## src/rtl/core/r250_cell.sv

```systemverilog
// One storage cell of the R250 ring: load from the port or take the right neighbour.
`default_nettype none

module r250_cell #(
    parameter int WIDTH = 32
) (
    input  logic             clk,
    input  logic             shift_en,
    input  logic             load_en,
    input  logic [WIDTH-1:0] shift_in,
    input  logic [WIDTH-1:0] load_word,
    output logic [WIDTH-1:0] word_q
);

    logic [WIDTH-1:0] word_reg;
    logic [WIDTH-1:0] word_next;

    always_comb
    begin
        word_next = word_reg;
        if (load_en)
        begin
            word_next = load_word;
        end
        else if (shift_en)
        begin
            word_next = shift_in;
        end
    end

    always_ff @(posedge clk)
    begin
        word_reg <= word_next;
    end

    assign word_q = word_reg;

endmodule

`default_nettype wire

```

## config.mk

```make
export PLATFORM = sky130hd
export DESIGN_NAME = r250_cell
export DESIGN_NICKNAME = d
export VERILOG_FILES = /design/src/rtl/core/r250_cell.sv
export SDC_FILE = /design/constraint.sdc
export NUM_CORES = 1
export LEC_CHECK = 0
export ABC_AREA = 0
export BUFFER_PORTS_ARGS = -buffer_cell sky130_fd_sc_hd__buf_2
export CORE_MARGIN = 1
export CORE_UTILIZATION = 45
export DETAILED_ROUTE_END_ITERATION = 8
export PLACE_DENSITY_LB_ADDON = 0.15
export SETUP_SLACK_MARGIN = 0.2
export SYNTH_ARGS = -nofsm -noshare
export SYNTH_HDL_FRONTEND = slang
export SYNTH_SLANG_ARGS = --single-unit
```

## constraint.sdc

```tcl
create_clock -name clk -period 3.6 [get_ports clk]
set_clock_uncertainty 0.1 [all_clocks]
set_input_delay 0 -clock clk [delete_from_list [all_inputs] [get_ports clk]]
set_output_delay 0 -clock clk [all_outputs]
set_load 0.01 [all_outputs]
```

==> summary.md, run 1 <==
| Metric | Value |
|---|---|
| Status | complete, no violations |
| Synth Net Count | ~140 |
| Part of the power in combinational logic | 0.263 |
| Utilization after layout | 0.859 |
| Leading cell type in the layout, fill and taps excluded | buf_2 |
| Clock transition at the registers of the reported paths | about 90 ps |
| Initial antenna violation count | 0 |
| Critical path class | in2reg |
| Clock root buffer | clkbuf_4 |
| Final worst setup slack | around 2000 ps |
| TritonRoute pass-1 iters | 4 |
| Final setup violation count | 0 |
| Ports | between 90 and 100 |
| Fmax | ~630 MHz |
| Count of different cell masters after synthesis | 6 |
| Max Cap Viol | 0 |
| WL/cell | ~13 µm |
| Combinational family with the most area after synthesis | multiplexers |
| Worst relative slew slack | 0.586 |
| Post-synthesis average cell area | about 22 µm² |
| First-pass GRT wire length | between 5 and 6 mm |
| Dpl cell area | roughly 0.0020 mm² |
| Area grow syn2layout | 78.2% |
| Clock share of power | 0.208 |
| Vias | 1253 |
| H-tree depth | 2 |
| Pre-CTS setup slack | 1620 ps |
| Multiplexer share of the synthesized area | 0.311 |
| Pint | a little under 0.7 mW |
| Share of cells above drive strength 1 | 0.578 |
| GR Overflow Total | 0 |
| Most frequent cells in the layout | 98 x buf_2, 64 x dlygate4sd3_1, 32 x edfxtp_1 |
| Number of flip-flops in the largest register | 32 |
| Synth Area in Simple Gates | 0.00415 |
| Die Wd | 59.9 µm |
| Worst hold path class | in2reg |
| Peak supply drop | ~0.21 mV |
| Final WL | between 3 and 4 mm |
| Sw power | roughly 0.20 mW |
| Mapped Area | ~0.0015 mm² |
| Vias in the first global route | around 1300 |
| Sw frac | 0.228 |
| Port Buf Inserts | 98 |
| Cell Pwr Density | 328 mW/mm² |
| Final Hold Vio Count | 0 |
| Clock tree buffer depth | 2 |
| Crit path time final | between 1500 and 2000 ps |
| Synth Area in Adders | 0 |
| CTS tree | built |
| Clock Sinks | 32 |
| Startpoint types | input port |
| Post-synthesis xor/xnor area fraction | 0 |
| 1st-iter DRT viols | 32 |
| Setup crit end kind | register |
| Worst-margin pin slew | roughly 620 ps |
| Post-cts resize count | 0 |
| Final Hold Slack | approximately 380 ps |
| Largest net degree at the start of global routing | 34 |
| Area of the core | 0.00313 mm² |
| Multi-input logic area | ~480 µm² |
| Row count | 20 |
| Setup TNS | 0 ps |
| Post-synthesis instance total | 69 |
| Leak | between 1 and 1.5 nW |
| DIE AREA | 0.00359 mm² |
| Layout Nets | 303 |
| Max Slew Vio Count | 0 |
| YS warnings | 0 |
| DRC violations left | 0 |
| CP required | between 3000 and 4000 ps |
| Critical path launch point | load_en |
| Drt via density | between 4 and 5 |
| Post-CTS setup repair buffer count | 0 |
| Die Y-Extent | ~60 µm |
| Period utilisation layout | 0.444 |
| Initial Util | 0.482 |
| Final Wtd Congestion | 0.656 |
| Fillcell total | around 170 |
| Crit Path Max Fanout | 33 |
| Synth Area in Compound Gates | 0 |
| Critical Path AT | about 1500 ps |
| Part of the power in registers | 0.530 |
| Final ANT Viol Nets | 0 |
| Min-delay src | shift_en |
| Unrepaired setup endpoints after global routing | no |
| GRT Util Overall | 0.225 |
| Diode count | 0 |
| Reg area | 961 µm² |
| Post-synthesis register bit count | 32 |
| Hold-fix buffers, CTS | 64 |
| Num CTS Buffers | 5 |
| Finished Cell Area | roughly 0.0027 mm² |
| Sequential area share after synthesis | 0.637 |
power groups by stage:
stage / Sequential, mW / Clock, mW / Combinational (mW)
global placement: 0.475 / 0 / 0.159
detailed placement: 0.475 / 0 / 0.164
finish: 0.467 / 0.183 / 0.232
CTS: 0.467 / 0.189 / 0.229
floorplan: 0.499 / 0 / 0.0659
global route: 0.471 / 0.207 / 0.249
kinds of logic after synthesis:
logic type	Yosys count
buffers and inverters	4
AND/OR/NAND/NOR	1
multiplexers	32
flip-flops	32
path summary, 6_finish.rpt:
check	endpoint	slack, ps	cells after the start
worst max-delay path	word_q[4]$_DFFE_PP_	2000	4
worst min-delay path	word_q[11]$_DFFE_PP_	380	2
worst max-delay path: stages:
cell and delay, ps:
buf_2 80, buf_4 460, or2_1 590, buf_4 370
cell type report:
class,count,share of cell area
timing repair buffer,164,0.427
sequential,32,0.358
multi-input combinational,33,0.177
tap,44,0.0205
clock buffer,7,0.0168
clock inverter,1,0.00140
metrics by stage:
stage	instances	total power, mW
after floorplan	69	0.565
after global placement	209	0.634
after detailed placement	209	0.639
after CTS	281	0.885
after global routing	281	0.927
final	281	0.882
synth_stat cells (all sizes together):
cell    instances  area share
mux2           32        0.31
or2             1      0.0042
edfxtp         32        0.64
buf             4       0.047
routing by layer:
layer | wire length [µm] | vias up | global-route usage | share of wire
met5 | 0 | - | 0 | 0
met1 | 1430 | 590 | 0.231 | 0.38
met4 | 38 | 0 | 0.0698 | 0.010
li1 | - | 602 | - | -
met2 | 2030 | 55 | 0.422 | 0.54
met3 | 234 | 6 | 0.0801 | 0.063
(Power assumes the default switching activity.)
==> inputs of run 2 (changes only) <==
ABC_AREA = 1   (was 0)
CORE_UTILIZATION = 40   (was 45)
clock period = 1.56 ns   (was 3.6 ns; I/O delays follow)
==> run 2 against run 1 <==
  * Non-clock buffer count decreased by 1
  * Via count increased by 18%
  * Count of clock-buffer cells in the layout decreased by 2
  * Global-route usage decreased by 1.6 points
  * Total power increased by 130%
  * Synthesized cell count increased by 99%
  * Critical path type unchanged
==> summary.md, run 2 <==
| Metric | Value |
|---|---|
| Area grow syn2layout | 84.5% |
| Layout Nets | 367 |
| Yosys top cell by area | edfxtp_1 |
| Synth Net Count | roughly 200 |
| Multi-input logic area | roughly 370 µm² |
| Critical path class | in2reg |
| Critical Path AT | between 1000 and 1500 ps |
| Peak supply drop | 0.580 mV |
| Final WL | roughly 3.7 mm |
| YS warnings | 0 |
| Crit path buffers/inverters | 3 |
| Clock root buffer | clkbuf_4 |
| Number of flip-flops in the largest register | 32 |
| Clock transition at the registers of the reported paths | 90 ps |
| Yosys top cell area share | 0.686 |
| Die Y-Extent | a little over 60 µm |
| TritonRoute pass-1 iters | 4 |
| Reg area | approximately 960 µm² |
| Vias in the first global route | between 1000 and 1500 |
| Initial antenna violation count | 0 |
| Post-CTS setup repair buffer count | 0 |
| Fraction of registers with async set/reset | 0 |
| Final worst setup slack | 204 ps |
| Worst-margin pin slew | 732 ps |
| Placed cells | 275 |
| Min-delay src | load_en |
| GR Overflow Total | 0 |
| Fillcell total | 243 |
| Critical-path cell list | dlygate4sd3_1, buf_2, nand2_1, nand2_1, dlygate4sd3_1 |
| Final ANT Viol Nets | 0 |
| Row count | 21 |
| Dpl cell area | about 0.0019 mm² |
| Initial Util | 0.420 |
| Most frequent cells in the layout | 98 x buf_2, 96 x nand2_1, 64 x dlygate4sd3_1 |
| DIE AREA | 0.00374 mm² |
| Worst path slowest cell | dlygate4sd3_1 |
| Vias | between 1000 and 1500 |
| Synth Flop Type | edfxtp_1 |
| Startpoint types | input port |
| Fmax | around 740 MHz |
| Post-DP HPWL | 2.00 mm |
| Cell Pwr Density | 769 mW/mm² |
| Final Hold Vio Count | 0 |
| H-tree depth | 2 |
| Ports | 99 |
| Post-synthesis instance total | 137 |
| Commonest cells in the netlist | 96 x nand2_1, 32 x edfxtp_1, 4 x buf_6 |
| Count of different cell masters after synthesis | 6 |
| Worst relative slew slack | 0.512 |
| CP max stage delay | ~550 ps |
| Utilization after layout | 0.775 |
| Crit Path Max Fanout | 1 |
| Top cells by area, synth | edfxtp_1 69%, nand2_1 26%, buf_6 3.2% |
| Finished Cell Area | between 0.002 and 0.003 mm² |
| Mapped Area | roughly 0.0014 mm² |
| Max Cap Viol | 0 |
| Area of the core | roughly 0.0033 mm² |
| Final Hold Slack | approximately 150 ps |
| 1st-iter DRT viols | between 90 and 100 |
| Unrepaired setup endpoints after global routing | yes |
| Drt via density | 4.27 |
| Num CTS Buffers | 5 |
| DRC violations left | 0 |
| Worst hold path class | in2reg |
| GRT Util Overall | 0.209 |
| Leading cell type in the layout, fill and taps excluded | buf_2 |
| Sequential area share after synthesis | 0.686 |
| Setup TNS | 0 ps |
| WHS Path Cells | 4 |
| Diode count | 0 |
| Period utilisation layout | 0.870 |
| CTS tree | built |
| Status | complete, no violations |
| WL/cell | about 11 µm |
| Post-synthesis register bit count | 32 |
| Top-count cell post-synth | nand2_1 |
| Leak | roughly 1.3 nW |
| Share of cells above drive strength 1 | 0.359 |
| Post-synth EDFFs | 32 |
| CP required | 1540 ps |
| Clock Sinks | 32 |
| Final setup violation count | 0 |
| Pre-CTS setup slack | ~400 ps |
| Clock tree buffer depth | 2 |
| Overall power | approximately 2.0 mW |
| Critical path's top delay family | buffers and inverters |
| First-pass GRT wire length | 5.58 mm |
| Setup crit end kind | register |
| Hold Path Sink | word_q[16]$_DFFE_PP_ |
| Crit path time final | approximately 1400 ps |
| Max Slew Vio Count | 0 |
| Port Buf Inserts | between 90 and 100 |
| Die Wd | roughly 61 µm |
| Post-Layout Cell Count | roughly 350 |
| Largest net degree at the start of global routing | 34 |
| Final Wtd Congestion | 0.704 |
| Post-synthesis average cell area | just over 10 µm² |
## run 2: worst max path at each step
stage                     slack [ps]              endpoint   startpoint  cells past startpoint
final                            200   word_q[8]$_DFFE_PP_  shift_in[8]                      5
after global routing             190   word_q[8]$_DFFE_PP_  shift_in[8]                      5
after CTS                        220   word_q[9]$_DFFE_PP_      load_en                      6
after detailed placement         400   word_q[2]$_DFFE_PP_      load_en                      5
after global placement           390  word_q[11]$_DFFE_PP_      load_en                      2
after floorplan                  500   word_q[0]$_DFFE_PP_      load_en                      2
## run 2: cell type report
type / instances / share of cell area
clock buffer: 5 / 0.0145
clock inverter: 3 / 0.00532
inverter: 1 / 0.00242
multi-input combinational: 97 / 0.142
sequential: 32 / 0.372
tap: 46 / 0.0223
timing repair buffer: 163 / 0.442
## run 2: per-layer routing
metal,global-route usage,share of wire
met1,0.229,0.40
met2,0.373,0.51
met3,0.0609,0.078
met4,0.0974,0.016
met5,0,0
## run 2: worst min-delay path, cell delays in order
cell and delay (ps):
buf_2 90, buf_6 250, nand2_1 80, nand2_1 50
## run 2: what timing repair did
action	in CTS	in global routing
hold buffers	64	2
resized for setup	0	1
hold endpoints to repair	32	2
endpoints found under the setup margin	0	32
## run 2: where the power goes
group | internal (mW) | switching, mW
clock | 0.165 | 0.266
sequential | 1.05 | 0.0214
combinational | 0.278 | 0.204
total | 1.50 | 0.491
## run 2: cell families after synthesis
kind of cell	Yosys count	share of synthesized area
simple gates	97	0.262
buf+inv	8	0.0527
flops	32	0.686
==> inputs of run 3 (changes only) <==
CELL_PAD_IN_SITES_DETAIL_PLACEMENT = 2   (was not set)
CELL_PAD_IN_SITES_GLOBAL_PLACEMENT = 2   (was not set)
CORE_UTILIZATION = 22   (was 40)
==> run 3 against run 2 <==
  * Critical path type unchanged
  * First-iteration DRC count decreased by 51%
  * Die area increased by 79%
  * Sequential power about the same
  * Largest cell class unchanged
  * Final area increased by 2.4%
  * Total power increased by 8.9%
  * Count of clock-buffer cells in the layout increased by 2
  * Critical path depth unchanged
==> summary.md, run 3 (synthesis gave the netlist of run 2 again) <==
| Metric | Value |
|---|---|
| Final WL | ~5.4 mm |
| Critical path launch point | load_en |
| Final worst setup slack | about 620 ps |
| TritonRoute pass-1 iters | 4 |
| Die Y-Extent | about 80 µm |
| Setup crit end kind | register |
| Clock Sinks | 32 |
| Crit path buffers/inverters | 3 |
| Critical path's top delay family | buffers and inverters |
| Port Buf Inserts | 98 |
| Vias | ~1500 |
| Pre-CTS setup slack | around 320 ps |
| Post-CTS setup repair buffer count | 0 |
| Crit Path Max Fanout | 33 |
| Share of cells above drive strength 1 | 0.352 |
| Cell Pwr Density | ~800 mW/mm² |
| Drt via density | between 4 and 5 |
| Worst hold path class | in2reg |
| Fmax | between 1000 and 1500 MHz |
| Ports | between 90 and 100 |
| Post-DP HPWL | ~3 mm |
| DRC violations left | 0 |
| CP max stage delay | approximately 340 ps |
| Critical path class | in2reg |
| Startpoint types | input port |
| Period utilisation layout | 0.599 |
| Area grow syn2layout | 88.8% |
| Row count | 28 |
| Clock transition at the registers of the reported paths | about 70 ps |
| Layout Nets | approximately 370 |
| GR Overflow Total | 0 |
| Most frequent CP cell | nand2_1 |
| Most frequent cells in the layout | 98 x buf_2, 96 x nand2_1, 64 x dlygate4sd3_1 |
| Placed cells | 304 |
| Leading cell type in the layout, fill and taps excluded | buf_2 |
| CTS tree | built |
| Unrepaired setup endpoints after global routing | no |
| Die Wd | just over 80 µm |
| Min-delay src | load_en |
| Largest net degree at the start of global routing | 34 |
| Final setup violation count | 0 |
| Setup TNS | 0 ps |
| Initial Util | 0.233 |
| 1st-iter DRT viols | 49 |
| Final ANT Viol Nets | 0 |
| Final Hold Slack | about 270 ps |
| Crit path time final | 935 ps |
| WL/cell | 14.4 µm |
| Max Cap Viol | 0 |
| Post-Layout Cell Count | 376 |
| Number of flip-flops in the largest register | 32 |
| CP required | 1490 ps |
| Initial antenna violation count | 0 |
| Worst-margin pin slew | 798 ps |
| Leak | 1.32 nW |
| Diode count | 0 |
| Vias in the first global route | between 1500 and 2000 |
| H-tree depth | 2 |
| GRT Util Overall | 0.169 |
| Final Wtd Congestion | approximately 0.7 |
| Critical Path AT | ~870 ps |
| Worst relative slew slack | 0.468 |
| Fillcell total | approximately 680 |
| Num CTS Buffers | 5 |
| Peak supply drop | 0.385 mV |
| Critical-path cell list | buf_2, buf_4, inv_4, nand2_1, nand2_1 |
| Status | complete, no violations |
| First-pass GRT wire length | 8.11 mm |
| Final Hold Vio Count | 0 |
| Clock tree buffer depth | 2 |
| Clock root buffer | clkbuf_8 |
| Worst path slowest cell | buf_4 |
| Area of the core | around 0.006 mm² |
| DIE AREA | ~0.0067 mm² |
| Max Slew Vio Count | 0 |
==> run 3: cell count changes in the layout (fill, tap and decap cells not counted) <==
cell,previous run,this run
buf_6,1,0
buf_4,0,1
clkbuf_8,0,5
clkbuf_1,0,2
clkbuf_4,5,0
clkinv_2,2,0
==> run 3: metrics by stage <==
step / instance area, µm² / total power, mW / utilization
final: 2650 / 2.17 / 0.439
after CTS: 2650 / 2.19 / 0.439
after global placement: 1930 / 1.44 / 0.320
after detailed placement: 1930 / 1.45 / 0.320
after global routing: 2650 / 2.29 / 0.439
after floorplan: 1400 / 1.25 / -
==> run 3: worst min-delay path: stages <==
cell and delay, ps:
buf_2 100, buf_4 240, nand2_1 100, nand2_1 40
==> run 3: final cells by class <==
cell class / instances / area, µm² / area share
clock buffer: 7 / 76.3 / 0.0288
clock inverter: 1 / 3.75 / 0.00142
timing repair buffer: 163 / 1140 / 0.430
multi-input combinational: 97 / 367 / 0.139
sequential: 32 / 961 / 0.363
tap: 75 / 93.8 / 0.0355
inverter: 1 / 6.26 / 0.00236
==> run 3: timing repair <==
| item | CTS | global route |
|---|---|---|
| hold buffers | 64 | 0 |
| endpoints found under the hold margin | 32 | 0 |
| resized for setup | 0 | 0 |
==> run 3: report_power, final <==
| group | leakage, nW | total (mW) | switching [mW] | internal (mW) |
|---|---|---|---|---|
| clock | 0.0399 | 0.610 | 0.300 | 0.310 |
| sequential | 0.330 | 1.08 | 0.0242 | 1.06 |
| combinational | 0.949 | 0.476 | 0.222 | 0.254 |
==> run 3: final timing paths <==
path,depth (start not counted),slack [ps],end
max,5,620,word_q[2]$_DFFE_PP_
min,4,270,word_q[0]$_DFFE_PP_
==> run 3: per-layer routing <==
layer,global-route usage,part of all wire,up-vias
met2,0.338,0.55,66
met3,0.0544,0.066,8
met5,0,0,-
met1,0.161,0.37,713
met4,0.0491,0.014,0
li1,-,-,760
